===== config.mk =====
export PLATFORM = sky130hd
export DESIGN_NAME = lru_key_value_cache_unit_flat
export DESIGN_NICKNAME = d
export VERILOG_FILES = /design/src/hw/rtl/lkvc_pkg.sv /design/src/hw/rtl/lkvc_if.sv /design/src/hw/rtl/lkvc_ram.sv /design/src/hw/rtl/lkvc_cmp_unit.sv /design/src/hw/rtl/lkvc_ctrl.sv /design/src/hw/rtl/lru_key_value_cache_unit.sv /design/src/flat_wrapper.sv
export SDC_FILE = /design/constraint.sdc
export NUM_CORES = 2
export LEC_CHECK = 0
export BUFFER_PORTS_ARGS = -buffer_cell sky130_fd_sc_hd__clkbuf_2
export CORE_UTILIZATION = 60
export CTS_BUF_LIST = sky130_fd_sc_hd__clkbuf_16
export CTS_CLUSTER_DIAMETER = 60
export DETAILED_ROUTE_END_ITERATION = 7
export GPL_ROUTABILITY_DRIVEN = 0
export GPL_TIMING_DRIVEN = 0
export PLACE_DENSITY = 0.77
export SLEW_MARGIN = 20
export SYNTH_ARGS = -nofsm -noshare
export SYNTH_HDL_FRONTEND = slang
export SYNTH_SLANG_ARGS = --single-unit

===== constraint.sdc =====
create_clock -name clock -period 21.9 [get_ports clock]
set_input_delay 5.475 -clock clock [delete_from_list [all_inputs] [get_ports clock]]
set_output_delay 5.475 -clock clock [all_outputs]
set_load 0.02 [all_outputs]

===== src/hw/rtl/lkvc_pkg.sv =====
//------------------------------------------------------------------------------
// LRU key-value cache package
// Shared constants, command codes and the per-slot flag bundle.
//------------------------------------------------------------------------------
`default_nettype none

package lkvc_pkg;

   // Fixed widths of the request, response and CSR fields
   localparam int WORD_W = 64;
   localparam int CMD_W  = 2;
   localparam int CAP_W  = 5;

   // Defaults for the top-level parameters
   localparam int ENTRIES_DEF    = 16;
   localparam int KEY_BITS_DEF   = 64;
   localparam int VALUE_BITS_DEF = 64;

   localparam logic [CAP_W-1:0] CAP_RESET = 5'd16;

   // Command codes; the fourth code is unused and changes nothing
   localparam logic [CMD_W-1:0] CMD_GET    = 2'd0;
   localparam logic [CMD_W-1:0] CMD_PUT    = 2'd1;
   localparam logic [CMD_W-1:0] CMD_REMOVE = 2'd2;

   // Result of comparing one stored slot against the current request
   typedef struct packed {
      logic match;  // valid slot holding the requested key
      logic lru;    // valid slot with the lowest rank
      logic free;   // slot not in use
      logic dec;    // valid slot ranked above the threshold
   } slot_flags_type;

endpackage

`default_nettype wire


===== src/hw/rtl/lkvc_if.sv =====
//------------------------------------------------------------------------------
// LRU key-value cache channel interfaces
// Request and response channels with valid/ready handshake.
//------------------------------------------------------------------------------
`default_nettype none

interface lkvc_req_if import lkvc_pkg::*; ();
   logic              valid;
   logic              ready;
   logic [CMD_W-1:0]  cmd;
   logic [WORD_W-1:0] key;
   logic [WORD_W-1:0] value;

   modport source (output valid, output cmd, output key, output value, input ready);
   modport sink   (input valid, input cmd, input key, input value, output ready);
endinterface

interface lkvc_rsp_if import lkvc_pkg::*; ();
   logic              valid;
   logic              ready;
   logic              hit;
   logic [WORD_W-1:0] read_value;
   logic              inserted;
   logic              evicted;
   logic [WORD_W-1:0] victim_key;

   modport source (output valid, output hit, output read_value, output inserted,
                   output evicted, output victim_key, input ready);
   modport sink   (input valid, input hit, input read_value, input inserted,
                   input evicted, input victim_key, output ready);
endinterface

`default_nettype wire


===== src/hw/rtl/lkvc_ram.sv =====
//------------------------------------------------------------------------------
// LRU key-value cache generic RAM
// One write port, one read port with registered read data.
//------------------------------------------------------------------------------
`default_nettype none

module lkvc_ram #(
   parameter  int WIDTH = 8,
   parameter  int DEPTH = 16,
   localparam int AW    = $clog2(DEPTH)
) (
   input  wire logic             clock,
   input  wire logic             we,
   input  wire logic [AW-1:0]    waddr,
   input  wire logic [WIDTH-1:0] wdata,
   input  wire logic [AW-1:0]    raddr,
   output logic      [WIDTH-1:0] rdata
);

   logic [WIDTH-1:0] mem_ff [DEPTH];
   logic [WIDTH-1:0] rdata_ff;

   always_ff @(posedge clock) begin
      if (we) begin
         mem_ff[waddr] <= wdata;
      end
      rdata_ff <= mem_ff[raddr];
   end

   assign rdata = rdata_ff;

endmodule

`default_nettype wire


===== src/hw/rtl/lkvc_cmp_unit.sv =====
//------------------------------------------------------------------------------
// LRU key-value cache slot compare unit
// Shared key and rank comparator applied to one slot per cycle.
//------------------------------------------------------------------------------
`default_nettype none

module lkvc_cmp_unit import lkvc_pkg::*; #(
   parameter int KEY_BITS = KEY_BITS_DEF,
   parameter int RANK_W   = 4
) (
   input  wire logic                slot_valid,
   input  wire logic [KEY_BITS-1:0] key_rd,
   input  wire logic [KEY_BITS-1:0] key_ref,
   input  wire logic [RANK_W-1:0]   rank_rd,
   input  wire logic [RANK_W-1:0]   thr,
   output slot_flags_type           flags,
   output logic      [RANK_W-1:0]   rank_dec
);

   always_comb begin
      flags.match = slot_valid && (key_rd == key_ref);
      flags.lru   = slot_valid && (rank_rd == '0);
      flags.free  = !slot_valid;
      flags.dec   = slot_valid && (rank_rd > thr);
   end

   // step one place toward least recent
   assign rank_dec = rank_rd - RANK_W'(1);

endmodule

`default_nettype wire


===== src/hw/rtl/lkvc_ctrl.sv =====
//------------------------------------------------------------------------------
// LRU key-value cache sequencer
// Scans the slots, decides the operation, sweeps the ranks if needed and commits.
//------------------------------------------------------------------------------
`default_nettype none

module lkvc_ctrl import lkvc_pkg::*; #(
   parameter  int ENTRIES    = ENTRIES_DEF,
   parameter  int KEY_BITS   = KEY_BITS_DEF,
   parameter  int VALUE_BITS = VALUE_BITS_DEF,
   localparam int IDX_W      = $clog2(ENTRIES),
   localparam int CNT_W      = $clog2(ENTRIES + 1)
) (
   input  wire logic                  clock,
   input  wire logic                  reset,
   lkvc_req_if.sink                   req,
   lkvc_rsp_if.source                 rsp,
   input  wire logic                  csr_we,
   input  wire logic [CAP_W-1:0]      csr_wdata,
   // slot read side (key and rank stores share the sweep address)
   output logic      [IDX_W-1:0]      slot_raddr,
   output logic      [IDX_W-1:0]      val_raddr,
   input  wire logic [KEY_BITS-1:0]   key_rdata,
   input  wire logic [VALUE_BITS-1:0] val_rdata,
   input  wire logic [IDX_W-1:0]      rank_rdata,
   // write side
   output logic                       key_we,
   output logic                       val_we,
   output logic      [IDX_W-1:0]      kv_waddr,
   output logic      [KEY_BITS-1:0]   key_wdata,
   output logic      [VALUE_BITS-1:0] val_wdata,
   output logic                       rank_we,
   output logic      [IDX_W-1:0]      rank_waddr,
   output logic      [IDX_W-1:0]      rank_wdata,
   // shared compare unit
   output logic                       cmp_valid,
   output logic      [KEY_BITS-1:0]   cmp_key_ref,
   output logic      [IDX_W-1:0]      cmp_thr,
   input  wire slot_flags_type        cmp_flags,
   input  wire logic [IDX_W-1:0]      cmp_rank_dec
);

   localparam int CMP_W = (CNT_W > CAP_W) ? CNT_W : CAP_W;

   typedef enum logic [2:0] {
      ST_IDLE,
      ST_SCAN,
      ST_DECIDE,
      ST_PASS,
      ST_FINISH
   } state_type;

   state_type             state_ff, state_in;
   logic [CMD_W-1:0]      cmd_ff, cmd_in;
   logic [KEY_BITS-1:0]   key_ff, key_in;
   logic [VALUE_BITS-1:0] val_ff, val_in;
   logic [CNT_W-1:0]      ptr_ff, ptr_in;
   logic                  rd_vld_ff, rd_vld_in;
   logic [IDX_W-1:0]      rd_idx_ff, rd_idx_in;
   logic                  found_ff, found_in;
   logic [IDX_W-1:0]      hit_idx_ff, hit_idx_in;
   logic [IDX_W-1:0]      hit_rank_ff, hit_rank_in;
   logic [IDX_W-1:0]      lru_idx_ff, lru_idx_in;
   logic [KEY_BITS-1:0]   evk_ff, evk_in;
   logic                  free_found_ff, free_found_in;
   logic [IDX_W-1:0]      free_idx_ff, free_idx_in;
   logic [IDX_W-1:0]      thr_ff, thr_in;
   logic [IDX_W-1:0]      fin_idx_ff, fin_idx_in;
   logic [IDX_W-1:0]      fin_rank_ff, fin_rank_in;
   logic                  fin_rank_we_ff, fin_rank_we_in;
   logic                  fin_val_we_ff, fin_val_we_in;
   logic                  fin_ins_ff, fin_ins_in;
   logic                  res_hit_ff, res_hit_in;
   logic                  res_rd_ff, res_rd_in;
   logic                  res_ev_ff, res_ev_in;
   logic [ENTRIES-1:0]    valid_ff, valid_in;
   logic [CNT_W-1:0]      count_ff, count_in;
   logic [CAP_W-1:0]      cap_ff, cap_in;
   logic                  rsp_valid_ff, rsp_valid_in;
   logic                  rsp_hit_ff, rsp_hit_in;
   logic [WORD_W-1:0]     rsp_rv_ff, rsp_rv_in;
   logic                  rsp_ins_ff, rsp_ins_in;
   logic                  rsp_ev_ff, rsp_ev_in;
   logic [WORD_W-1:0]     rsp_evk_ff, rsp_evk_in;

   logic             accept;
   logic             issue;
   logic             go_finish;
   logic             cmd_ok;
   logic             hit;
   logic             full;
   logic [CMP_W-1:0] cap_eff;

   assign req.ready = (state_ff == ST_IDLE);
   assign accept    = req.valid && req.ready;
   assign issue     = ((state_ff == ST_SCAN) || (state_ff == ST_PASS)) &&
                      (ptr_ff != CNT_W'(ENTRIES));
   assign go_finish = (state_ff == ST_FINISH) && (!rsp_valid_ff || rsp.ready);

   assign cmd_ok = (cmd_ff == CMD_GET) || (cmd_ff == CMD_PUT) || (cmd_ff == CMD_REMOVE);
   assign hit    = found_ff && cmd_ok;

   // clamp capacity into 1..ENTRIES
   always_comb begin
      cap_eff = CMP_W'(cap_ff);
      priority if (cap_eff == '0) begin
         cap_eff = CMP_W'(1);
      end else if (cap_eff > CMP_W'(ENTRIES)) begin
         cap_eff = CMP_W'(ENTRIES);
      end else begin
         cap_eff = CMP_W'(cap_ff);
      end
   end
   assign full = CMP_W'(count_ff) >= cap_eff;

   // memory and compare unit hookup
   assign slot_raddr  = ptr_ff[IDX_W-1:0];
   assign val_raddr   = hit_idx_ff;
   assign cmp_valid   = valid_ff[rd_idx_ff];
   assign cmp_key_ref = key_ff;
   assign cmp_thr     = thr_ff;

   assign key_we     = go_finish && fin_ins_ff;
   assign val_we     = go_finish && fin_val_we_ff;
   assign kv_waddr   = fin_idx_ff;
   assign key_wdata  = key_ff;
   assign val_wdata  = val_ff;
   assign rank_we    = ((state_ff == ST_PASS) && rd_vld_ff && cmp_flags.dec) ||
                       (go_finish && fin_rank_we_ff);
   assign rank_waddr = (state_ff == ST_PASS) ? rd_idx_ff : fin_idx_ff;
   assign rank_wdata = (state_ff == ST_PASS) ? cmp_rank_dec : fin_rank_ff;

   always_comb begin
      state_in       = state_ff;
      cmd_in         = cmd_ff;
      key_in         = key_ff;
      val_in         = val_ff;
      ptr_in         = ptr_ff;
      rd_vld_in      = 1'b0;
      rd_idx_in      = ptr_ff[IDX_W-1:0];
      found_in       = found_ff;
      hit_idx_in     = hit_idx_ff;
      hit_rank_in    = hit_rank_ff;
      lru_idx_in     = lru_idx_ff;
      evk_in         = evk_ff;
      free_found_in  = free_found_ff;
      free_idx_in    = free_idx_ff;
      thr_in         = thr_ff;
      fin_idx_in     = fin_idx_ff;
      fin_rank_in    = fin_rank_ff;
      fin_rank_we_in = fin_rank_we_ff;
      fin_val_we_in  = fin_val_we_ff;
      fin_ins_in     = fin_ins_ff;
      res_hit_in     = res_hit_ff;
      res_rd_in      = res_rd_ff;
      res_ev_in      = res_ev_ff;
      valid_in       = valid_ff;
      count_in       = count_ff;
      cap_in         = cap_ff;
      rsp_valid_in   = rsp_valid_ff && !rsp.ready;
      rsp_hit_in     = rsp_hit_ff;
      rsp_rv_in      = rsp_rv_ff;
      rsp_ins_in     = rsp_ins_ff;
      rsp_ev_in      = rsp_ev_ff;
      rsp_evk_in     = rsp_evk_ff;

      // capacity only changes while the store is empty
      if (csr_we && (count_ff == '0)) begin
         cap_in = csr_wdata;
      end

      unique case (state_ff)
         ST_IDLE: begin
            if (accept) begin
               cmd_in        = req.cmd;
               key_in        = req.key[KEY_BITS-1:0];
               val_in        = req.value[VALUE_BITS-1:0];
               ptr_in        = '0;
               found_in      = 1'b0;
               free_found_in = 1'b0;
               state_in      = ST_SCAN;
            end
         end
         ST_SCAN: begin
            if (issue) begin
               rd_vld_in = 1'b1;
               ptr_in    = ptr_ff + CNT_W'(1);
            end
            if (rd_vld_ff) begin
               if (cmp_flags.match) begin
                  found_in    = 1'b1;
                  hit_idx_in  = rd_idx_ff;
                  hit_rank_in = rank_rdata;
               end
               if (cmp_flags.lru) begin
                  lru_idx_in = rd_idx_ff;
                  evk_in     = key_rdata;
               end
               if (cmp_flags.free && !free_found_ff) begin
                  free_found_in = 1'b1;
                  free_idx_in   = rd_idx_ff;
               end
            end
            if (!issue) begin
               state_in = ST_DECIDE;
            end
         end
         ST_DECIDE: begin
            ptr_in         = '0;
            state_in       = ST_PASS;
            res_hit_in     = hit;
            res_rd_in      = hit && (cmd_ff == CMD_GET);
            res_ev_in      = 1'b0;
            fin_rank_we_in = 1'b0;
            fin_val_we_in  = 1'b0;
            fin_ins_in     = 1'b0;
            priority if (hit && ((cmd_ff == CMD_GET) || (cmd_ff == CMD_PUT))) begin
               // touch: close ranks above, then make it most recent
               thr_in         = hit_rank_ff;
               fin_idx_in     = hit_idx_ff;
               fin_rank_in    = IDX_W'(count_ff - CNT_W'(1));
               fin_rank_we_in = 1'b1;
               fin_val_we_in  = (cmd_ff == CMD_PUT);
            end else if (hit && (cmd_ff == CMD_REMOVE)) begin
               valid_in[hit_idx_ff] = 1'b0;
               count_in             = count_ff - CNT_W'(1);
               thr_in               = hit_rank_ff;
            end else if (cmd_ff == CMD_PUT) begin
               fin_ins_in     = 1'b1;
               fin_val_we_in  = 1'b1;
               fin_rank_we_in = 1'b1;
               if (full) begin
                  // evict the least recent slot, then reuse the lowest free slot
                  valid_in[lru_idx_ff] = 1'b0;
                  count_in             = count_ff - CNT_W'(1);
                  thr_in               = '0;
                  res_ev_in            = 1'b1;
                  fin_idx_in           = (free_found_ff && (free_idx_ff < lru_idx_ff)) ?
                                         free_idx_ff : lru_idx_ff;
                  fin_rank_in          = IDX_W'(count_ff - CNT_W'(1));
               end else begin
                  fin_idx_in  = free_idx_ff;
                  fin_rank_in = IDX_W'(count_ff);
                  state_in    = ST_FINISH;
               end
            end else begin
               state_in = ST_FINISH;
            end
         end
         ST_PASS: begin
            if (issue) begin
               rd_vld_in = 1'b1;
               ptr_in    = ptr_ff + CNT_W'(1);
            end else begin
               state_in = ST_FINISH;
            end
         end
         ST_FINISH: begin
            if (go_finish) begin
               state_in     = ST_IDLE;
               rsp_valid_in = 1'b1;
               rsp_hit_in   = res_hit_ff;
               rsp_rv_in    = res_rd_ff ? WORD_W'(val_rdata) : '0;
               rsp_ins_in   = fin_ins_ff;
               rsp_ev_in    = res_ev_ff;
               rsp_evk_in   = res_ev_ff ? WORD_W'(evk_ff) : '0;
               if (fin_ins_ff) begin
                  valid_in[fin_idx_ff] = 1'b1;
                  count_in             = count_ff + CNT_W'(1);
               end
            end
         end
         default: begin
            state_in = ST_IDLE;
         end
      endcase
   end

   always_ff @(posedge clock) begin
      state_ff       <= state_in;
      cmd_ff         <= cmd_in;
      key_ff         <= key_in;
      val_ff         <= val_in;
      ptr_ff         <= ptr_in;
      rd_vld_ff      <= rd_vld_in;
      rd_idx_ff      <= rd_idx_in;
      found_ff       <= found_in;
      hit_idx_ff     <= hit_idx_in;
      hit_rank_ff    <= hit_rank_in;
      lru_idx_ff     <= lru_idx_in;
      evk_ff         <= evk_in;
      free_found_ff  <= free_found_in;
      free_idx_ff    <= free_idx_in;
      thr_ff         <= thr_in;
      fin_idx_ff     <= fin_idx_in;
      fin_rank_ff    <= fin_rank_in;
      fin_rank_we_ff <= fin_rank_we_in;
      fin_val_we_ff  <= fin_val_we_in;
      fin_ins_ff     <= fin_ins_in;
      res_hit_ff     <= res_hit_in;
      res_rd_ff      <= res_rd_in;
      res_ev_ff      <= res_ev_in;
      valid_ff       <= valid_in;
      count_ff       <= count_in;
      cap_ff         <= cap_in;
      rsp_valid_ff   <= rsp_valid_in;
      rsp_hit_ff     <= rsp_hit_in;
      rsp_rv_ff      <= rsp_rv_in;
      rsp_ins_ff     <= rsp_ins_in;
      rsp_ev_ff      <= rsp_ev_in;
      rsp_evk_ff     <= rsp_evk_in;
      if (reset) begin
         state_ff     <= ST_IDLE;
         rd_vld_ff    <= 1'b0;
         valid_ff     <= '0;
         count_ff     <= '0;
         cap_ff       <= CAP_RESET;
         rsp_valid_ff <= 1'b0;
      end
   end

   assign rsp.valid      = rsp_valid_ff;
   assign rsp.hit        = rsp_hit_ff;
   assign rsp.read_value = rsp_rv_ff;
   assign rsp.inserted   = rsp_ins_ff;
   assign rsp.evicted    = rsp_ev_ff;
   assign rsp.victim_key = rsp_evk_ff;

   // occupancy count tracks the valid bits exactly
   a_count_matches_valid: assert property (@(posedge clock) disable iff (reset)
      count_ff == CNT_W'($countones(valid_ff)))
      else $error("entry count differs from number of valid slots");

   // an insert always lands on a slot not in use
   a_insert_free_slot: assert property (@(posedge clock) disable iff (reset)
      (go_finish && fin_ins_ff) |-> !valid_ff[fin_idx_ff])
      else $error("insert targets an occupied slot");

   // an eviction comes only with an insert of a missing key
   a_evict_with_insert: assert property (@(posedge clock) disable iff (reset)
      (rsp_valid_ff && rsp_ev_ff) |-> (rsp_ins_ff && !rsp_hit_ff))
      else $error("eviction without insert of a new key");

   // read data is zero unless the key was found
   a_read_zero_on_miss: assert property (@(posedge clock) disable iff (reset)
      (rsp_valid_ff && !rsp_hit_ff) |-> (rsp_rv_ff == '0))
      else $error("read value nonzero on a miss");

endmodule

`default_nettype wire


===== src/hw/rtl/lru_key_value_cache_unit.sv =====
//------------------------------------------------------------------------------
// LRU key-value cache unit
// Fully associative key-value store with least-recently-used replacement.
//------------------------------------------------------------------------------
// Usage:
//  - req_ch carries one request (cmd, key, value); it is taken at a clock edge
//    with valid and ready high. cmd selects get, put or remove; the fourth
//    code changes nothing and returns an all-zero response.
//  - rsp_ch returns exactly one response per request, in order: hit, read
//    value, inserted, evicted and the evicted key.
//  - csr_we/csr_wdata write the capacity register (entries allowed before
//    eviction); a write is dropped unless the store is empty.
//  - Sequence: a request is compared against every slot, one slot per cycle,
//    through a single shared compare unit. Hits (get, put or remove) and
//    evictions then sweep the recency ranks once more through the same unit.
//    The next request is taken only after the response has been registered.
//  - A stalled response holds in its output register; the next request is
//    still taken and worked on, and stalls only at its own commit step.
//  - Reset clears all valid bits, the entry count and the response valid and
//    sets capacity to 16; the stores need no clearing.
//------------------------------------------------------------------------------
`default_nettype none

module lru_key_value_cache_unit import lkvc_pkg::*; #(
   parameter int ENTRIES    = ENTRIES_DEF,
   parameter int KEY_BITS   = KEY_BITS_DEF,
   parameter int VALUE_BITS = VALUE_BITS_DEF
) (
   input  wire logic             clock,
   input  wire logic             reset,
   lkvc_req_if.sink              req_ch,
   lkvc_rsp_if.source            rsp_ch,
   input  wire logic             csr_we,
   input  wire logic [CAP_W-1:0] csr_wdata
);

   localparam int IDX_W = $clog2(ENTRIES);

   // sweep address shared by key and rank stores
   logic [IDX_W-1:0]      slot_raddr;
   logic [IDX_W-1:0]      val_raddr;
   logic [KEY_BITS-1:0]   key_rdata;
   logic [VALUE_BITS-1:0] val_rdata;
   logic [IDX_W-1:0]      rank_rdata;

   logic                  key_we;
   logic                  val_we;
   logic [IDX_W-1:0]      kv_waddr;
   logic [KEY_BITS-1:0]   key_wdata;
   logic [VALUE_BITS-1:0] val_wdata;
   logic                  rank_we;
   logic [IDX_W-1:0]      rank_waddr;
   logic [IDX_W-1:0]      rank_wdata;

   logic                  cmp_valid;
   logic [KEY_BITS-1:0]   cmp_key_ref;
   logic [IDX_W-1:0]      cmp_thr;
   slot_flags_type        cmp_flags;
   logic [IDX_W-1:0]      cmp_rank_dec;

   // Key store: read during the slot scan, written on insert
   lkvc_ram #(
      .WIDTH (KEY_BITS),
      .DEPTH (ENTRIES)
   ) u_key_ram (
      .clock (clock),
      .we    (key_we),
      .waddr (kv_waddr),
      .wdata (key_wdata),
      .raddr (slot_raddr),
      .rdata (key_rdata)
   );

   // Value store: read at the hit slot, written on put
   lkvc_ram #(
      .WIDTH (VALUE_BITS),
      .DEPTH (ENTRIES)
   ) u_val_ram (
      .clock (clock),
      .we    (val_we),
      .waddr (kv_waddr),
      .wdata (val_wdata),
      .raddr (val_raddr),
      .rdata (val_rdata)
   );

   // Recency ranks: 0 is least recent among the valid slots
   lkvc_ram #(
      .WIDTH (IDX_W),
      .DEPTH (ENTRIES)
   ) u_rank_ram (
      .clock (clock),
      .we    (rank_we),
      .waddr (rank_waddr),
      .wdata (rank_wdata),
      .raddr (slot_raddr),
      .rdata (rank_rdata)
   );

   // Shared compare unit: one slot per cycle in both scan and rank sweep
   lkvc_cmp_unit #(
      .KEY_BITS (KEY_BITS),
      .RANK_W   (IDX_W)
   ) u_cmp (
      .slot_valid (cmp_valid),
      .key_rd     (key_rdata),
      .key_ref    (cmp_key_ref),
      .rank_rd    (rank_rdata),
      .thr        (cmp_thr),
      .flags      (cmp_flags),
      .rank_dec   (cmp_rank_dec)
   );

   // Sequencer, valid bits, occupancy, capacity and response register
   lkvc_ctrl #(
      .ENTRIES    (ENTRIES),
      .KEY_BITS   (KEY_BITS),
      .VALUE_BITS (VALUE_BITS)
   ) u_ctrl (
      .clock        (clock),
      .reset        (reset),
      .req          (req_ch),
      .rsp          (rsp_ch),
      .csr_we       (csr_we),
      .csr_wdata    (csr_wdata),
      .slot_raddr   (slot_raddr),
      .val_raddr    (val_raddr),
      .key_rdata    (key_rdata),
      .val_rdata    (val_rdata),
      .rank_rdata   (rank_rdata),
      .key_we       (key_we),
      .val_we       (val_we),
      .kv_waddr     (kv_waddr),
      .key_wdata    (key_wdata),
      .val_wdata    (val_wdata),
      .rank_we      (rank_we),
      .rank_waddr   (rank_waddr),
      .rank_wdata   (rank_wdata),
      .cmp_valid    (cmp_valid),
      .cmp_key_ref  (cmp_key_ref),
      .cmp_thr      (cmp_thr),
      .cmp_flags    (cmp_flags),
      .cmp_rank_dec (cmp_rank_dec)
   );

endmodule

`default_nettype wire

===== src/flat_wrapper.sv =====
// flat-port wrapper written by rule: the top's interface ports become plain ports
module lru_key_value_cache_unit_flat import lkvc_pkg::*;
#(
   parameter int ENTRIES    = ENTRIES_DEF,
   parameter int KEY_BITS   = KEY_BITS_DEF,
   parameter int VALUE_BITS = VALUE_BITS_DEF
)
  (clock, reset, csr_we, csr_wdata, req_ch_valid, req_ch_cmd, req_ch_key, req_ch_value, req_ch_ready, rsp_ch_valid, rsp_ch_hit, rsp_ch_read_value, rsp_ch_inserted, rsp_ch_evicted, rsp_ch_victim_key, rsp_ch_ready);
  lkvc_req_if req_ch_i ();
  lkvc_rsp_if rsp_ch_i ();
  input  wire logic clock;
  input  wire logic reset;
  input  wire logic csr_we;
  input  wire logic [CAP_W-1:0] csr_wdata;
  input wire logic [$bits(req_ch_i.valid)-1:0] req_ch_valid;
  input wire logic [$bits(req_ch_i.cmd)-1:0] req_ch_cmd;
  input wire logic [$bits(req_ch_i.key)-1:0] req_ch_key;
  input wire logic [$bits(req_ch_i.value)-1:0] req_ch_value;
  output wire logic [$bits(req_ch_i.ready)-1:0] req_ch_ready;
  output wire logic [$bits(rsp_ch_i.valid)-1:0] rsp_ch_valid;
  output wire logic [$bits(rsp_ch_i.hit)-1:0] rsp_ch_hit;
  output wire logic [$bits(rsp_ch_i.read_value)-1:0] rsp_ch_read_value;
  output wire logic [$bits(rsp_ch_i.inserted)-1:0] rsp_ch_inserted;
  output wire logic [$bits(rsp_ch_i.evicted)-1:0] rsp_ch_evicted;
  output wire logic [$bits(rsp_ch_i.victim_key)-1:0] rsp_ch_victim_key;
  input wire logic [$bits(rsp_ch_i.ready)-1:0] rsp_ch_ready;
  assign req_ch_i.valid = req_ch_valid;
  assign req_ch_i.cmd = req_ch_cmd;
  assign req_ch_i.key = req_ch_key;
  assign req_ch_i.value = req_ch_value;
  assign req_ch_ready = req_ch_i.ready;
  assign rsp_ch_valid = rsp_ch_i.valid;
  assign rsp_ch_hit = rsp_ch_i.hit;
  assign rsp_ch_read_value = rsp_ch_i.read_value;
  assign rsp_ch_inserted = rsp_ch_i.inserted;
  assign rsp_ch_evicted = rsp_ch_i.evicted;
  assign rsp_ch_victim_key = rsp_ch_i.victim_key;
  assign rsp_ch_i.ready = rsp_ch_ready;
  lru_key_value_cache_unit #(.ENTRIES(ENTRIES), .KEY_BITS(KEY_BITS), .VALUE_BITS(VALUE_BITS)) u_core (.clock(clock), .reset(reset), .req_ch(req_ch_i), .rsp_ch(rsp_ch_i), .csr_we(csr_we), .csr_wdata(csr_wdata));
endmodule

After elaboration in Yosys (flattened, before gate mapping)
Memory sizes are Yosys's and may differ from the RTL's. A register that Yosys moved wholly into a read port is not among the register bits.
Cells that the tools add are included.
Widths: inputs -> output; s select.
{ "classes": {"addsub": 4, "multipliers": 0, "n_div": 0, "magnitude_cmp": 11, "eq_ne": 21, "shift": 0, "mux": 71, "bitwise": 7, "n_reduce_logical": 57} }
{ "op_table": {"columns": ["cell", "n"], "rows": [
  ["$mux 16", 6],
  ["$eq 64x64->1", 1],
  ["$mux 4", 15],
  ["$mux 5", 10],
  ["$and 16x16->16", 2],
  ["$not 16->16", 2],
  ["$pmux 16 s2", 1],
  ["$mux 3", 8],
  ["$logic_and 1x1->1", 22],
  ["$mux 1", 22],
  ["$lt 4x5->1 const B", 4],
  ["$reduce_and 3->1", 6],
  ["$or 16x16->16", 1],
  ["$pmux 3 s5", 1],
  ["$pmux 5 s3", 1],
  ["$ne 2x2->1 const B", 7],
  ["$demux 1 s4", 3],
  ["$ge 4x1->1 const B", 3],
  ["$reduce_and 4->1", 3],
  ["$add 5x1->5 const B", 2],
  ["$logic_not 5->1", 2],
  ["$pmux 5 s2", 1],
  ["$reduce_bool 3->1", 3],
  ["$ne 2x1->1 const B", 4],
  ["other kinds (26)", 41]
]} }
{ "word_totals": {"register_bits": 401, "latchBits": 0, "ram_bits": 2112, "romBits": 0, "output_inout_bits": 133, "n_memories": 3} }
{ "memory_table": {"columns": ["name", "words", "width", "read_ports", "rd_ports_with_merged_regs", "write_ports", "line_no", "source"], "rows": [
  ["u_core.u_key_ram.mem_ff", 16, 64, 1, 1, 1, "lkvc_ram.sv:20", "logic [WIDTH-1:0] mem_ff [DEPTH];"],
  ["u_core.u_val_ram.mem_ff", 16, 64, 1, 1, 1, "lkvc_ram.sv:20", null],
  ["u_core.u_rank_ram.mem_ff", 16, 4, 1, 1, 1, "lkvc_ram.sv:20", null]
]} }

Longest topological paths before layout
{ "depth": {"word_depth": 11, "ltp_mapped": 11, "mapped_depth_nobuf": 10} }

Cells and area by module
A second synthesis with hierarchy kept.
{ "hier_totals": {"hier_cells": 4453, "area_unflattened_um2": 97735.0} }
{ "by_module_without_submodules": {"columns": ["mod", "n_inst", "cells_each", "area_each_um2", "seq_area_each_um2"], "rows": [
  ["lkvc_ram (u_core.u_key_ram ...)", 2, 1647, 39581.7, 32030.7],
  ["lkvc_ctrl", 1, 895, 14941.8, 11691.2],
  ["lkvc_ram (u_core.u_rank_ram)", 1, 130, 2666.3, 2001.9],
  ["lkvc_cmp_unit", 1, 134, 963.4, 0.0]
]} }

Worst setup path before layout
Ideal clock, no wire load.
{ "synth_path": {"kind": "input to register", "startpoint": "input port rsp_ch_ready", "endpoint": "memory u_core.u_val_ram.mem_ff[13][0] (netlist bit), enable pin", "setup_time_ns": 0.486, "t_arrival_ns": 10.753, "setup_slack_ns": 10.661, "cell_stages": 5, "path_buffers": 0, "cell_sequence": "nor2b_1 nor2_4 and2_1 nand3_1 nor2_1"} }
{ "synth_via": {"elab_chain_cells": 5} }
{ "synth_rtl": {"columns": ["item", "line_no", "source"], "rows": [
  ["start, declared", "flat_wrapper.sv:26", "input wire logic [$bits(rsp_ch_i.ready)-1:0] rsp_ch_ready;"],
  ["$logic_or 1x1->1", "lkvc_ctrl.sv:98", "assign go_finish = (state_ff == ST_FINISH) && (!rsp_valid_ff || rsp.ready);"],
  ["$logic_and 1x1->1", "lkvc_ctrl.sv:98", null],
  ["$logic_and 1x1->1", "lkvc_ctrl.sv:124", "assign val_we = go_finish && fin_val_we_ff;"],
  ["$mux 1", "lkvc_ram.sv:24", "if (we) begin"],
  ["$mux 1 (not written as such)", "lkvc_ram.sv:25", "mem_ff[waddr] <= wdata;"],
  ["end, declared", "lkvc_ram.sv:20", null]
]} }
No other way between the ends.

Final worst setup path
{ "layout_path": {"startpoint": "input port rsp_ch_ready", "endpoint": "memory u_core.u_val_ram.mem_ff[15][43] (netlist bit), enable pin"} }
The elaborated chain is that of the path after synthesis.

==> impl_results.md <==
* Status: complete, no violations
* Count of port buffers added during placement at 272
* Worst flop-to-flop path startpoint: u_core.u_ctrl.cmp_key_ref[40]$_DFFE_PP_
* 1st-pass router iterations at 5
* Synthesized netlist net count at 4,229
* Fmax at 133 MHz
* Total of flip-flops plus latches after synthesis at 2,645
* Number of global-route vias before repair at 48,200
* Final critical path time including I/O delays and setup at 7530 ps
* Launch point of the worst hold path: u_core.u_ctrl.ptr_ff[2]$_SDFFCE_PP0P_
* Overall die area at 164,000 sq um
* Peak per-stage delay on the critical path at 750 ps
* Register area share after synthesis at 80.0%
* Buffers & Inverters on Critical Path at 3
* I/O pin total at 273
* Number of design rule violations left after detail routing at 0
* Clock transition at the registers of the reported paths at 70 ps
* Yosys Warn Count at 0
* Worst hold slack across all endpoints at 377 ps
* Category of the worst setup path launch point: input pin
* Max-Slew Margin vs Limit at 22.4%
* Hpwl dp at 141,000 microns
* Actual slew at the worst max-slew pin at 1160 ps
* Number of flops mapped to enable cells by yosys at 2,478
* Post-cts gate resize count at 0
* Destination of the worst register-to-register timing path: u_core.u_ctrl.hit_rank_ff[0]$_DFFE_PP_
* Netlist area before placement at 97,200 sq um
* Unrepaired setup endpoints after global routing: false
* Cell family with the largest share of critical-path delay: simple AND/OR/NAND/NOR gates
* Pint at 8.40 mW
* Remaining antenna violation count at 0
* Fraction of layout cells with a size suffix above 1 at 31.0%
* Switching component of the power at 2.32 mW
* Part of the power in the clock network at 41.4%
* Total number of vias at 47,200
* TritonCTS buffer count at 280
* Leak Pwr at 36.2 nW
* Final Cycle Share at 34.4%
* Cells traversed along the worst timing path: clkbuf_2 -> nor2b_1 -> nor2_4 -> and2_1 -> nand3_1 -> nor2_4 -> buf_12 -> buf_12
* Total congestion overflow after global routing at 0
* Arrival time of data at the critical path endpoint at 8120 ps
* Hold endpoint: u_core.u_ctrl.rd_idx_ff[2]$_DFF_P_
* Final number of hold-violating endpoints at 0
* Maximum number of pins on one net before global-route repair at 54
* Count of H-tree levels built during CTS at 5
* Worst-case clock skew at 83.0 ps
* Highest fanout seen on the critical path at 18
* Clock net sink count at 2,645
* Instance count of the mapped netlist at 4,071
* Routed length per instance at 34.7 microns
* Final setup violating endpoints at 0
* Ratio of total power to cell area at 95.6 nW/um^2
* Chip Height at 404 microns
* Number of unique standard cell types used by synthesis at 55
* Max-cap violations at 0
* Switching Share at 21.6%
* Maximum buffer depth of the clock tree at 4
* Hold WC Path Type: reg -> reg
* Portion of total power attributed to sequential cells at 53.4%
* Final total negative setup slack at 0 ps
* Hold Path Stages at 0
* Number of buffers inserted by post-CTS setup repair at 0
* Main synth FF type: sky130_fd_sc_hd__edfxtp_1
* Reg-to-reg setup timing slack at 17,550 ps
* Standard cell with the maximum stage delay on the critical path: sky130_fd_sc_hd__nor2_4
* Cell at the root of the clock tree: sky130_fd_sc_hd__clkbuf_16
* First-pass GRT wire length at 346,000 microns
* Share of total power in combinational logic at 5.1%
* Post-CTS Hold Fix Bufs at 0
* Area inside the core boundary at 161,000 sq um
* Area delta synth->final at 15.5%
* Worst r2r path cells at 5
* Max-slew violations at 0
* Total wirelength of the detailed-routed design at 246,000 microns
* Most common library cell in the layout ignoring fill and taps: sky130_fd_sc_hd__edfxtp_1
* Clk Latency, worst-skew pair at 940 ps
* Via density per instance at 6.66
* Worst-case vdd ir drop at 95.0 uV
* # rows at 147
* Antenna violations before repair at 13
* Total GRT Usage at 30.5%
* Data required time at the worst endpoint at 22,490 ps
* Antenna Diode Count at 0
* Initial Util at 60.5%
* CTS tree: yes
* Final nets at 4,889
* Width of the die at 404 microns
* Iter 0 DRT Violations at 6,448
* Critical path start-end classification: in -> reg
* Proportion of register bits with asynchronous set or reset after synthesis at 0%
* Leading cell types in the layout, fill and taps excluded: 2,478 x sky130_fd_sc_hd__edfxtp_1, 665 x sky130_fd_sc_hd__mux4_2, 287 x sky130_fd_sc_hd__clkbuf_16
* CP endpoint kind: flip-flop
* Average cell area after synthesis at 23.9 sq um
worst max-delay path by stage:
stage,startpoint,to,depth (start not counted)
detailed placement,rsp_ch_ready,u_core.u_val_ram.mem_ff[15][31]$_DFFE_PP_,8
CTS,rsp_ch_ready,u_core.u_val_ram.mem_ff[15][31]$_DFFE_PP_,8
global placement,u_core.u_ctrl.rd_idx_ff[2]$_DFF_P_,u_core.u_ctrl.evk_ff[38]$_DFFE_PP_,5
global route,rsp_ch_ready,u_core.u_val_ram.mem_ff[15][31]$_DFFE_PP_,8
finish,rsp_ch_ready,u_core.u_val_ram.mem_ff[15][43]$_DFFE_PP_,8
floorplan,rsp_ch_ready,u_core.u_val_ram.mem_ff[13][0]$_DFFE_PP_,5
state kept, by name, summed over array words and instances (netlist names), 3 cells and up:
| register | flops |
|---|---|
| u_core.u_ctrl.count_ff | 5 |
| u_core.u_ctrl.kv_waddr | 4 |
| u_core.u_ctrl.val_raddr | 4 |
| u_core.u_ctrl.fin_rank_ff | 4 |
| u_core.u_ctrl.val_wdata | 64 |
| u_core.u_key_ram.mem_ff | 1024 |
| u_core.u_ctrl.cmp_key_ref | 64 |
| u_core.u_rank_ram.rdata | 4 |
| u_core.u_ctrl.valid_ff | 16 |
| u_core.u_ctrl.rsp.victim_key | 64 |
| u_core.u_rank_ram.mem_ff | 64 |
| u_core.u_ctrl.hit_rank_ff | 4 |
| u_core.u_ctrl.rsp.read_value | 64 |
| u_core.u_key_ram.rdata | 64 |
| u_core.u_ctrl.state_ff | 3 |
| u_core.u_val_ram.mem_ff | 1024 |
| u_core.u_ctrl.free_idx_ff | 4 |
| u_core.u_ctrl.rd_idx_ff | 4 |
| u_core.u_ctrl.cmp_thr | 4 |
| u_core.u_ctrl.ptr_ff | 5 |
| u_core.u_ctrl.lru_idx_ff | 4 |
| u_core.u_ctrl.cap_ff | 5 |
| u_core.u_val_ram.rdata | 64 |
| u_core.u_ctrl.evk_ff | 64 |
layer usage:
metal | routed length [microns] | vias to the layer above | part of all wire (%) | track usage (%)
met5 | 64 | - | 0.026 | 0
met4 | 11500 | 10 | 4.7 | 13.7
met3 | 25400 | 686 | 10 | 6.23
met2 | 126000 | 3584 | 51 | 51.2
met1 | 83200 | 24500 | 34 | 38.6
li1 | - | 18400 | - | -
synth_stat cells, types with 18 or more instances:
library cell | count | area [sq um]
sky130_fd_sc_hd__nand3_1 | 18 | 90.1
sky130_fd_sc_hd__mux4_2 | 665 | 15000
sky130_fd_sc_hd__edfxtp_1 | 2478 | 74400
sky130_fd_sc_hd__xnor2_1 | 71 | 622
sky130_fd_sc_hd__clkbuf_1 | 105 | 394
sky130_fd_sc_hd__dfxtp_1 | 167 | 3340
sky130_fd_sc_hd__nand4_1 | 19 | 119
sky130_fd_sc_hd__buf_2 | 63 | 315
sky130_fd_sc_hd__o21ai_0 | 32 | 160
sky130_fd_sc_hd__nor2_1 | 63 | 236
sky130_fd_sc_hd__nand2_1 | 45 | 169
sky130_fd_sc_hd__and2_1 | 133 | 832
sky130_fd_sc_hd__a21oi_1 | 25 | 125
sky130_fd_sc_hd__ha_1 | 18 | 225
sky130_fd_sc_hd__inv_1 | 36 | 135
cell type report:
class	instances	area, sq um
plain buffers	183	786
clock buffers	287	7180
clock inverters	192	1260
fillers	9023	48400
inverters	36	223
multi-input cells	1207	18600
flip-flops and latches	2645	77800
well taps	2160	2700
repair buffers	378	3640
power groups by stage:
| stage | clock, mW | sequential, mW | combinational [mW] |
|---|---|---|---|
| 2_1_floorplan | 0 | 5.78 | 0.348 |
| 3_3_place_gp | 0 | 5.82 | 0.525 |
| 3_5_place_dp | 0 | 5.83 | 0.539 |
| 4_1_cts | 4.47 | 5.72 | 0.553 |
| 5_1_grt | 4.65 | 5.73 | 0.569 |
| 6_report | 4.44 | 5.73 | 0.551 |
metrics by stage:
step                      instance area (sq um)  setup WS [ps]  utilization (%)  power (mW)  std cells
after floorplan                           97200          10660                -        6.13       4071
after global placement                   101000           4760             63.0        6.35       6503
after detailed placement                 104000          13490             64.6        6.37       6609
after CTS                                112000          14380             69.8        10.7       7088
after global routing                     112000          14230             69.9        11.0       7088
final                                    112000          14370             69.9        10.7       7088
cell families (layout without fill, tap and decap cells):
family          Yosys count  count (layout)  synth area share, %
compound gates           90              90                0.599
xor+xnor                 77              77                0.694
fa+ha+maj                18              18                0.232
buf+inv                 219            1076                0.936
flops                  2645            2645                 80.0
mux                     678             678                 15.6
simple gates            344             344                 1.95
worst reg2reg max path: cells and delay by family (launching register included):
kind | cells | cell delay, ps
and+or+nand+nor | 4 | 2370
DFF | 1 | 620
xor gates and xnor gates | 1 | 940
Power figures use the tool's default switching activity.
